[src/hw/rtl/memop_pkg.sv]
// Shared types and constants for the memory operation counter.
// Used by memop_ctrl, memop_dp and memop_load_store_counter_core; no dependencies.
package memop_pkg;

   localparam int COUNT_W = 30;
   localparam int LEN_W   = 32;

   localparam logic MODE_COPY = 1'b0;
   localparam logic MODE_FILL = 1'b1;

   typedef struct packed {
      logic              mode;
      logic [5:0]        dst_addr_low;
      logic [2:0]        src_addr_low;
      logic [7:0]        fill_byte;
      logic [LEN_W-1:0]  byte_count;
   } req_type;

   typedef struct packed {
      logic [COUNT_W-1:0] load_count;
      logic [COUNT_W-1:0] store_count;
      logic               store_overflow;
   } rsp_type;

   typedef struct packed {
      logic load;
      logic copy_head;
      logic copy_tail;
      logic fill_step;
   } dp_cmd_type;

   typedef struct packed {
      logic fill_done;
   } dp_status_type;

   // Naturally aligned 1, 2 and 4 byte stores needed for a tail of 0 to 7 bytes.
   function automatic logic [1:0] tail_pieces(input logic [2:0] bytes);
      logic [1:0] pieces;
      begin
         pieces = {1'b0, bytes[0]} + {1'b0, bytes[1]} + {1'b0, bytes[2]};
         return pieces;
      end
   endfunction

   // Saturating subtract on small byte counts.
   function automatic logic [3:0] sat_sub(input logic [3:0] value, input logic [3:0] room);
      logic [3:0] diff;
      begin
         diff = (value > room) ? (value - room) : 4'd0;
         return diff;
      end
   endfunction

endpackage

[src/hw/rtl/memop_dp.sv]
// Datapath of the memory operation counter: request registers, copy arithmetic
// and the fill alignment step. Depends on memop_pkg; driven by memop_ctrl.
module memop_dp #(
   parameter int MAX_FILL_STORES = 65580
) (
   input  logic                      clock,
   input  memop_pkg::req_type        req_data,
   input  memop_pkg::dp_cmd_type     cmd,
   output memop_pkg::dp_status_type  status,
   output memop_pkg::rsp_type        result
);
   import memop_pkg::*;

   localparam logic [COUNT_W-1:0] CAP = COUNT_W'(MAX_FILL_STORES);

   logic [5:0]         dst_ff, dst_in;
   logic [2:0]         src_ff;
   logic               zero_fill_ff;
   logic [LEN_W-1:0]   len_ff, len_in;
   logic [COUNT_W-1:0] ld_ff, ld_in;
   logic [COUNT_W-1:0] st_ff, st_in;
   logic [3:0]         pend_ff, pend_in;
   logic               over_ff, over_in;

   // Copy head terms.
   logic [3:0]       src_room, dst_room, head, take, head_take;
   logic [LEN_W-1:0] len_head;
   // Copy tail terms.
   logic [COUNT_W-1:0] beats;
   logic [4:0]         tail_sum;
   logic               tail_full;
   // Fill step terms.
   logic [COUNT_W-1:0] pieces, fill_total;

   always_comb begin
      src_room  = 4'd8 - {1'b0, src_ff};
      dst_room  = 4'd8 - {1'b0, dst_ff[2:0]};
      head      = (len_ff < {28'd0, src_room}) ? len_ff[3:0] : src_room;
      len_head  = len_ff - {28'd0, head};
      take      = (len_head < 32'd8) ? len_head[3:0] : 4'd8;
      head_take = head + take;
      beats     = {1'b0, len_ff[LEN_W-1:3]};
      tail_sum  = {1'b0, pend_ff} + {2'b00, len_ff[2:0]};
      tail_full = tail_sum[4] | tail_sum[3];
   end

   always_comb begin
      dst_in  = dst_ff;
      len_in  = len_ff;
      ld_in   = ld_ff;
      st_in   = st_ff;
      pend_in = pend_ff;
      over_in = over_ff;
      pieces  = '0;
      fill_total = '0;

      if (cmd.load) begin
         dst_in  = req_data.dst_addr_low;
         len_in  = req_data.byte_count;
         ld_in   = '0;
         st_in   = '0;
         pend_in = '0;
         over_in = 1'b0;
      end else if (cmd.copy_head) begin
         if (len_ff != '0) begin
            if (src_ff == dst_ff[2:0]) begin
               if (dst_ff[2:0] != 3'd0) begin
                  ld_in  = COUNT_W'(2);
                  st_in  = COUNT_W'(1);
                  len_in = len_head;
               end
            end else if (src_ff > dst_ff[2:0]) begin
               if (dst_ff[2:0] != 3'd0) begin
                  // Two head loads, plus a third when more data follows the first word.
                  ld_in   = (len_head != '0) ? COUNT_W'(3) : COUNT_W'(2);
                  st_in   = COUNT_W'(1);
                  len_in  = len_head - {28'd0, take};
                  pend_in = sat_sub(head_take, dst_room);
               end else begin
                  ld_in   = COUNT_W'(1);
                  len_in  = len_head;
                  pend_in = head;
               end
            end else begin
               ld_in   = COUNT_W'(2);
               st_in   = COUNT_W'(1);
               len_in  = len_head;
               pend_in = sat_sub(head, dst_room);
            end
         end
      end else if (cmd.copy_tail) begin
         ld_in = ld_ff + beats + COUNT_W'(len_ff[2:0] != 3'd0);
         // Bytes past a full word wrap into the low three bits of the sum.
         st_in = st_ff + beats + COUNT_W'(tail_full)
               + COUNT_W'(tail_pieces(tail_sum[2:0]));
      end else if (cmd.fill_step) begin
         if (zero_fill_ff && dst_ff == 6'd0 && len_ff >= 32'd64) begin
            // Aligned zero fill: every remaining whole 64-byte block at once.
            pieces = COUNT_W'(len_ff[LEN_W-1:6]);
            len_in = {26'd0, len_ff[5:0]};
         end else if (dst_ff[2:0] == 3'd0 && len_ff >= 32'd8) begin
            if (!zero_fill_ff) begin
               pieces = beats;
               len_in = {29'd0, len_ff[2:0]};
               dst_in = dst_ff + {beats[2:0], 3'b000};
            end else begin
               pieces = COUNT_W'(1);
               len_in = len_ff - 32'd8;
               dst_in = dst_ff + 6'd8;
            end
         end else if (dst_ff[1:0] == 2'd0 && len_ff >= 32'd4) begin
            pieces = COUNT_W'(1);
            len_in = len_ff - 32'd4;
            dst_in = dst_ff + 6'd4;
         end else if (dst_ff[0] == 1'b0 && len_ff >= 32'd2) begin
            pieces = COUNT_W'(1);
            len_in = len_ff - 32'd2;
            dst_in = dst_ff + 6'd2;
         end else begin
            pieces = COUNT_W'(1);
            len_in = len_ff - 32'd1;
            dst_in = dst_ff + 6'd1;
         end
         fill_total = st_ff + pieces;
         if (fill_total >= CAP) begin
            st_in   = CAP;
            over_in = 1'b1;
         end else begin
            st_in = fill_total;
         end
      end
   end

   always_ff @(posedge clock) begin
      if (cmd.load) begin
         src_ff       <= req_data.src_addr_low;
         zero_fill_ff <= (req_data.fill_byte == 8'd0);
      end
      dst_ff  <= dst_in;
      len_ff  <= len_in;
      ld_ff   <= ld_in;
      st_ff   <= st_in;
      pend_ff <= pend_in;
      over_ff <= over_in;
   end

   assign status.fill_done      = (len_ff == '0) || over_ff;
   assign result.load_count     = ld_ff;
   assign result.store_count    = st_ff;
   assign result.store_overflow = over_ff;

endmodule

[src/hw/rtl/memop_ctrl.sv]
// Controller of the memory operation counter: sequences copy and fill work.
// Depends on memop_pkg; commands memop_dp.
module memop_ctrl (
   input  logic                      clock,
   input  logic                      reset,
   input  logic                      start,
   input  logic                      req_mode,
   input  memop_pkg::dp_status_type  status,
   output memop_pkg::dp_cmd_type     cmd,
   output logic                      busy,
   output logic                      rsp_valid
);
   import memop_pkg::*;

   localparam logic [2:0] ST_IDLE      = 3'd0;
   localparam logic [2:0] ST_COPY_HEAD = 3'd1;
   localparam logic [2:0] ST_COPY_TAIL = 3'd2;
   localparam logic [2:0] ST_FILL      = 3'd3;
   localparam logic [2:0] ST_DONE      = 3'd4;

   logic [2:0] state_ff, state_in;

   always_comb begin
      state_in = state_ff;
      cmd      = '0;
      case (state_ff)
         ST_IDLE: begin
            if (start) begin
               cmd.load = 1'b1;
               state_in = (req_mode == MODE_FILL) ? ST_FILL : ST_COPY_HEAD;
            end
         end
         ST_COPY_HEAD: begin
            cmd.copy_head = 1'b1;
            state_in      = ST_COPY_TAIL;
         end
         ST_COPY_TAIL: begin
            cmd.copy_tail = 1'b1;
            state_in      = ST_DONE;
         end
         ST_FILL: begin
            if (status.fill_done) begin
               state_in = ST_DONE;
            end else begin
               cmd.fill_step = 1'b1;
            end
         end
         ST_DONE: begin
            state_in = ST_IDLE;
         end
         default: begin
            state_in = ST_IDLE;
         end
      endcase
   end

   always_ff @(posedge clock) begin
      if (reset) begin
         state_ff <= ST_IDLE;
      end else begin
         state_ff <= state_in;
      end
   end

   assign busy      = (state_ff != ST_IDLE);
   assign rsp_valid = (state_ff == ST_DONE);

   // Only one datapath operation may run in any cycle.
   assert property (@(posedge clock) disable iff (reset)
      $onehot0({cmd.load, cmd.copy_head, cmd.copy_tail, cmd.fill_step}))
      else $error("memop_ctrl: more than one datapath command");

   // A copy always runs its head step right after the request is taken.
   assert property (@(posedge clock) disable iff (reset)
      (start && !busy && req_mode == MODE_COPY) |=> cmd.copy_head)
      else $error("memop_ctrl: copy did not start with the head step");

   // Fill steps stop once the datapath reports the walk is finished.
   assert property (@(posedge clock) disable iff (reset)
      (state_ff == ST_FILL && status.fill_done) |=> rsp_valid)
      else $error("memop_ctrl: finished fill did not report");

endmodule

[src/hw/rtl/memop_load_store_counter_core.sv]
// Top level of the memory operation counter for block copy and fill.
// Depends on memop_pkg and instantiates memop_ctrl and memop_dp.
//
// Usage:
//   A request word is taken at a rising edge where start is high and busy is
//   low. Each request yields one response word on rsp_data, shown for exactly
//   one cycle while rsp_valid is high; busy stays high until after that cycle.
//   Copy mode (mode 0) passes from acceptance through the head alignment
//   step, the beat and tail count step and the response before busy falls.
//   Fill mode (mode 1) runs N fill steps, then a step that sees the walk
//   finished and then the response. A step covers one aligned piece, all
//   whole 8-byte blocks of a nonzero fill or all whole 64-byte blocks of a
//   zero fill, so N is at most 21, bounded by the alignment walk in the
//   datapath. A zero-length fill runs no fill step. The next request can be
//   taken at an edge after busy falls. One request is worked on at a time.
//   Synchronous reset returns the controller to idle; no response is pending
//   afterwards. The receiver cannot stall the response.
module memop_load_store_counter_core #(
   parameter int MAX_FILL_STORES = 65580
) (
   input  logic                clock,
   input  logic                reset,
   input  logic                start,
   output logic                busy,
   input  memop_pkg::req_type  req_data,
   output logic                rsp_valid,
   output memop_pkg::rsp_type  rsp_data
);
   import memop_pkg::*;

   dp_cmd_type    cmd;
   dp_status_type status;

   memop_ctrl u_ctrl (
      .clock     (clock),
      .reset     (reset),
      .start     (start),
      .req_mode  (req_data.mode),
      .status    (status),
      .cmd       (cmd),
      .busy      (busy),
      .rsp_valid (rsp_valid)
   );

   memop_dp #(
      .MAX_FILL_STORES (MAX_FILL_STORES)
   ) u_dp (
      .clock    (clock),
      .req_data (req_data),
      .cmd      (cmd),
      .status   (status),
      .result   (rsp_data)
   );

   assert property (@(posedge clock) disable iff (reset)
      rsp_valid |=> !rsp_valid)
      else $error("core: response strobe held longer than one cycle");

   assert property (@(posedge clock) disable iff (reset)
      rsp_valid |-> busy)
      else $error("core: response shown while idle");

   assert property (@(posedge clock) disable iff (reset)
      (rsp_valid && rsp_data.store_overflow) |->
         (rsp_data.store_count == COUNT_W'(MAX_FILL_STORES) && rsp_data.load_count == '0))
      else $error("core: overflow without store count at the cap");

endmodule

[config.mk]
export PLATFORM = sky130hd
export DESIGN_NAME = memop_load_store_counter_core
export DESIGN_NICKNAME = d
export VERILOG_FILES = /design/src/hw/rtl/memop_pkg.sv /design/src/hw/rtl/memop_dp.sv /design/src/hw/rtl/memop_ctrl.sv /design/src/hw/rtl/memop_load_store_counter_core.sv
export SDC_FILE = /design/constraint.sdc
export NUM_CORES = 1
export LEC_CHECK = 0
export ABC_CLOCK_PERIOD_IN_PS = 21000
export BUFFER_PORTS_ARGS = -buffer_cell sky130_fd_sc_hd__buf_2
export CAP_MARGIN = 15
export CORE_MARGIN = 1
export CORE_UTILIZATION = 60
export DETAILED_ROUTE_END_ITERATION = 7
export GPL_TIMING_DRIVEN = 0
export PLACE_DENSITY = 0.82
export SETUP_SLACK_MARGIN = 0.3
export SYNTH_ARGS = -nofsm -noshare
export SYNTH_HDL_FRONTEND = slang
export SYNTH_SLANG_ARGS = --single-unit
[constraint.sdc]
create_clock -name clock -period 21 [get_ports clock]
set_clock_uncertainty 0.15 [all_clocks]
set_input_delay 4.2 -clock clock [delete_from_list [all_inputs] [get_ports clock]]
set_output_delay 4.2 -clock clock [all_outputs]
set_load 0.01 [all_outputs]
==> impl_metrics.prom <==
# TYPE chip_impl_metric gauge
chip_impl_info{name="run_status",value="finished, final reports clean"} 1
chip_impl_metric{name="yosys.area_share.adder",unit="%"} 17.6
chip_impl_metric{name="fill_cells",unit=""} 2001
chip_impl_metric{name="grtUsageTotal",unit="%"} 44.0
chip_impl_info{name="post-synth-top-count-cell",value="ha_1"} 1
chip_impl_info{name="timing.critical_path.from_type",value="flop"} 1
chip_impl_info{name="setup_repair_after_global_routing_missed_its_margin",value="false"} 1
chip_impl_metric{name="fin_nets",unit=""} 2183
chip_impl_metric{name="register_area",unit="mm^2"} 0.00262
chip_impl_metric{name="drt_drc_violations_left",unit=""} 0
chip_impl_metric{name="clockBufferDepth",unit=""} 2
chip_impl_metric{name="drt_iter0_markers",unit=""} 1982
chip_impl_metric{name="grt_antenna_before_repair",unit=""} 0
chip_impl_info{name="root_buffer_master",value="clkbuf_16"} 1
chip_impl_info{name="netlist_top_cells_area",value="ha_1 (16%), dfxtp_1 (9.7%), edfxtp_1 (9.0%)"} 1
chip_impl_info{name="synth_area_leader_cell",value="ha_1"} 1
chip_impl_metric{name="finish.cell_count_without_fillers",unit=""} 2257
chip_impl_metric{name="maximum_vdd_drop",unit="uV"} 46.8
chip_impl_metric{name="post-place-ws",unit="ns"} 11.65
chip_impl_metric{name="htreeDepth",unit=""} 3
chip_impl_info{name="synth_commonest_cells",value="ha_1 (180), nor2_1 (166), nand2_1 (151)"} 1
chip_impl_metric{name="insertion_delay",unit="ns"} 0.36
chip_impl_metric{name="finalWeightedCongestion",unit=""} 1.11
chip_impl_metric{name="synth_compound_gate_area_share",unit="%"} 27.2
chip_impl_metric{name="worst-endpoint-required",unit="ns"} 21.13
chip_impl_metric{name="slew-limit-headroom",unit="%"} 5.69
chip_impl_metric{name="post-cts-setup-buffer-count",unit=""} 0
chip_impl_metric{name="reg2reg_depth",unit=""} 33
chip_impl_metric{name="setup_viols_final",unit=""} 0
chip_impl_metric{name="globalRoute.totalOverflow",unit=""} 0
chip_impl_info{name="path_class",value="reg2reg"} 1
chip_impl_metric{name="post_drt_via_cell_ratio",unit=""} 6.88
chip_impl_metric{name="chipWidth",unit="um"} 155
chip_impl_metric{name="firstDrtPassIters",unit=""} 6
chip_impl_metric{name="critical_path.max_stage_delay",unit="ns"} 0.87
chip_impl_info{name="cts_tree",value="built"} 1
chip_impl_metric{name="wire_length_on_met3",unit="um"} 5860
chip_impl_metric{name="postCtsHoldBufs",unit=""} 0
chip_impl_metric{name="synth.area.mux_share",unit="%"} 0.738
chip_impl_metric{name="areaGrowthSynthToFinish",unit="%"} 9.02
chip_impl_metric{name="final_hpwl_from_detailed_placement",unit="um"} 42000
chip_impl_metric{name="critical_path.max_fanout",unit=""} 10
chip_impl_metric{name="clk_pin_slew",unit="ns"} 0.08
chip_impl_metric{name="synth_xor_area_share",unit="%"} 8.88
chip_impl_metric{name="synth_sequential_area_ratio",unit="%"} 18.6
chip_impl_metric{name="syn-instance-count",unit=""} 1814
chip_impl_metric{name="core.rowCount",unit=""} 55
chip_impl_metric{name="pin_count",unit=""} 116
chip_impl_metric{name="tightestPinTransition",unit="ns"} 1.40
chip_impl_metric{name="drt_wl_total",unit="um"} 53400
chip_impl_metric{name="drv_cap",unit=""} 0
chip_impl_metric{name="global_route_wire_length_before_repair",unit="um"} 81200
chip_impl_metric{name="max_freq",unit="MHz"} 103
chip_impl_info{name="highest_layer",value="met4"} 1
chip_impl_metric{name="start_util",unit="%"} 61.6
chip_impl_metric{name="antennaDiodeCount",unit=""} 0
chip_impl_metric{name="final-max-slew-violation-count",unit=""} 0
chip_impl_metric{name="cts_inserted_buffers",unit=""} 9
chip_impl_info{name="min-delay-path-class",value="reg2reg"} 1
chip_impl_metric{name="netlist.area_leader.share",unit="%"} 16.0
chip_impl_metric{name="timing.final.crit_period",unit="ns"} 9.74
chip_impl_metric{name="die_area",unit="mm^2"} 0.0241
chip_impl_metric{name="powerDensity",unit="mW/mm^2"} 110
chip_impl_metric{name="io_buffer_count",unit=""} 115
chip_impl_metric{name="timing.hold.worst_path_depth",unit=""} 2
chip_impl_metric{name="number_of_warnings_printed_during_yosys_synthesis",unit=""} 0
chip_impl_metric{name="synth_async_sr_flop_share",unit="%"} 0
chip_impl_info{name="synth_top_family_by_area",value="compound AO/OA/AOI/OAI gates"} 1
chip_impl_metric{name="drtAntennaViolNets",unit=""} 0
chip_impl_metric{name="cts_resized",unit=""} 0
chip_impl_metric{name="first_global_vias",unit=""} 14700
chip_impl_metric{name="min_period_over_period",unit="%"} 46.4
chip_impl_metric{name="synth.net_count",unit=""} 2057
chip_impl_metric{name="post_synth.cell_area_avg",unit="um^2"} 7.76
chip_impl_metric{name="post_synth_instance_area",unit="mm^2"} 0.0141
chip_impl_metric{name="post_synth_num_cell_types",unit=""} 92
chip_impl_metric{name="multiInputGateArea",unit="mm^2"} 0.0108
chip_impl_metric{name="dieHeight",unit="um"} 155
chip_impl_metric{name="wl_per_cell",unit="um"} 23.6
chip_impl_metric{name="grt_max_degree",unit=""} 28
chip_impl_metric{name="timing.critical_path.arrival",unit="ns"} 9.87
chip_impl_info{name="critical-path-slowest-cell",value="a221oi_1"} 1
chip_impl_info{name="dominantRegCellSynth",value="dfxtp_1"} 1
chip_impl_metric{name="route.layer.met1.wl",unit="um"} 20000
chip_impl_metric{name="synth-simple-area-share",unit="%"} 22.0
chip_impl_metric{name="hold_viol",unit=""} 0
chip_impl_metric{name="postSynthRegisterBits",unit=""} 110
chip_impl_metric{name="core_region_area",unit="mm^2"} 0.0228
chip_impl_metric{name="numPlacedInstances",unit=""} 2242
chip_impl_metric{name="timing.setup.tns",unit="ns"} 0
chip_impl_metric{name="post_synth_edffs",unit=""} 42
chip_impl_metric{name="static-leakage-power",unit="uW"} 0.00675
chip_impl_metric{name="clock-sinks",unit=""} 110
chip_impl_metric{name="finalWorstSetupSlack",unit="ns"} 11.26
chip_impl_metric{name="routed-via-count",unit=""} 15500
chip_impl_metric{name="ratio_of_cells_with_drive_above_1_in_the_final_layout",unit="%"} 9.41
chip_impl_info{name="endpoint_kind",value="flop"} 1
chip_impl_metric{name="route.met2.wl",unit="um"} 23300
## final cells by class
cell class	instances	share of cell area, %
Sequential cell	110	17.1
Clock inverter	3	0.187
Multi-Input combinational cell	1535	70.3
Timing Repair Buffer	115	3.75
Clock buffer	12	1.67
Tap cell	313	2.55
Inverter	71	1.74
Buffer	98	2.75
## worst max-delay path: cells and delay by family, from the launching register on
kind	cells	cell delay, ns
flip-flops	1	0.54
AND/OR/NAND/NOR	15	4.22
adder cells (fa/ha/maj)	4	1.50
AO/OA/AOI/OAI	8	1.88
buffers and inverters	6	1.37
## worst paths after layout
check                                        to            start  slack (ns)
worst max-delay path            u_dp.pend_ff[2]  u_dp.len_ff[13]       11.26
worst max register to register  u_dp.pend_ff[2]  u_dp.len_ff[13]       11.26
worst min-delay path             u_dp.ld_ff[23]   u_dp.ld_ff[23]        0.34
worst min register to register   u_dp.ld_ff[23]   u_dp.ld_ff[23]        0.34
## state kept, by name, indices dropped and copies added (netlist names)
| name | cells |
|---|---|
| u_dp.pend_ff | 4 |
| u_dp.ld_ff | 30 |
| u_ctrl.state_ff | 3 |
| u_dp.zero_fill_ff | 1 |
| u_dp.dst_ff | 6 |
| u_dp.src_ff | 3 |
| u_dp.st_ff | 30 |
| u_dp.over_ff | 1 |
| u_dp.len_ff | 32 |
## per-layer routing
layer	track usage (%)	vias up
met4	32.0	0
met5	0	-
met3	9.16	287
met2	69.5	1039
met1	53.2	7197
li1	-	7014
## per-stage QoR
step,power [uW],instance area (um^2),utilization (%),hold WS [ns]
3_3_place_gp,1440,15000,65.9,0.314
3_5_place_dp,1480,15100,65.9,0.327
4_1_cts,1660,15300,67.2,0.339
2_1_floorplan,1150,14100,-,0.325
6_report,1690,15300,67.2,0.337
5_1_grt,1800,15300,67.2,0.365
## placed cells by master (no fill, tap or decap), drive strengths merged, types with 7 or more instances in the layout
cell / synthesis / routed
a211oi: 24 / 24
edfxtp: 42 / 42
buf: 20 / 135
or3: 17 / 17
a22o: 31 / 31
fa: 10 / 10
nand2: 151 / 151
o221ai: 8 / 8
and4: 8 / 8
xor2: 55 / 55
a21oi: 135 / 135
o22ai: 10 / 10
nor2: 167 / 167
o21a: 19 / 19
nor4: 27 / 27
clkbuf: 78 / 90
dfxtp: 68 / 68
o21ai: 123 / 123
nor3: 42 / 42
a31oi: 21 / 21
o21bai: 12 / 12
xnor2: 85 / 85
nor3b: 8 / 8
a21o: 39 / 39
nand2b: 22 / 22
nor2b: 18 / 18
or2: 16 / 16
and3: 21 / 21
ha: 180 / 180
and2: 21 / 21
or4: 12 / 12
a21boi: 9 / 9
nand4: 40 / 40
o31ai: 21 / 21
a22oi: 36 / 36
nand3: 36 / 36
o31a: 10 / 10
mux2i: 7 / 7
inv: 71 / 73
o211ai: 9 / 9
## cell families (layout without fill, tap and decap cells)
group | count (synthesis) | in the layout
compound gates | 571 | 571
xor+xnor | 141 | 141
fa+ha+maj | 193 | 193
buf+inv | 169 | 299
flops | 110 | 110
mux | 10 | 10
other cells | 1 | 1
simple gates | 619 | 619
## power by group
| group | internal, uW | leakage [uW] | total (uW) | switching [uW] |
|---|---|---|---|---|
| Combinational | 442 | 0.00564 | 1140 | 696 |
| Clock | 88.3 | 0.000141 | 174 | 86.1 |
| Sequential | 289 | 0.000966 | 381 | 92.3 |
| Total | 819 | 0.00675 | 1690 | 874 |
(Power assumes the default switching activity.)
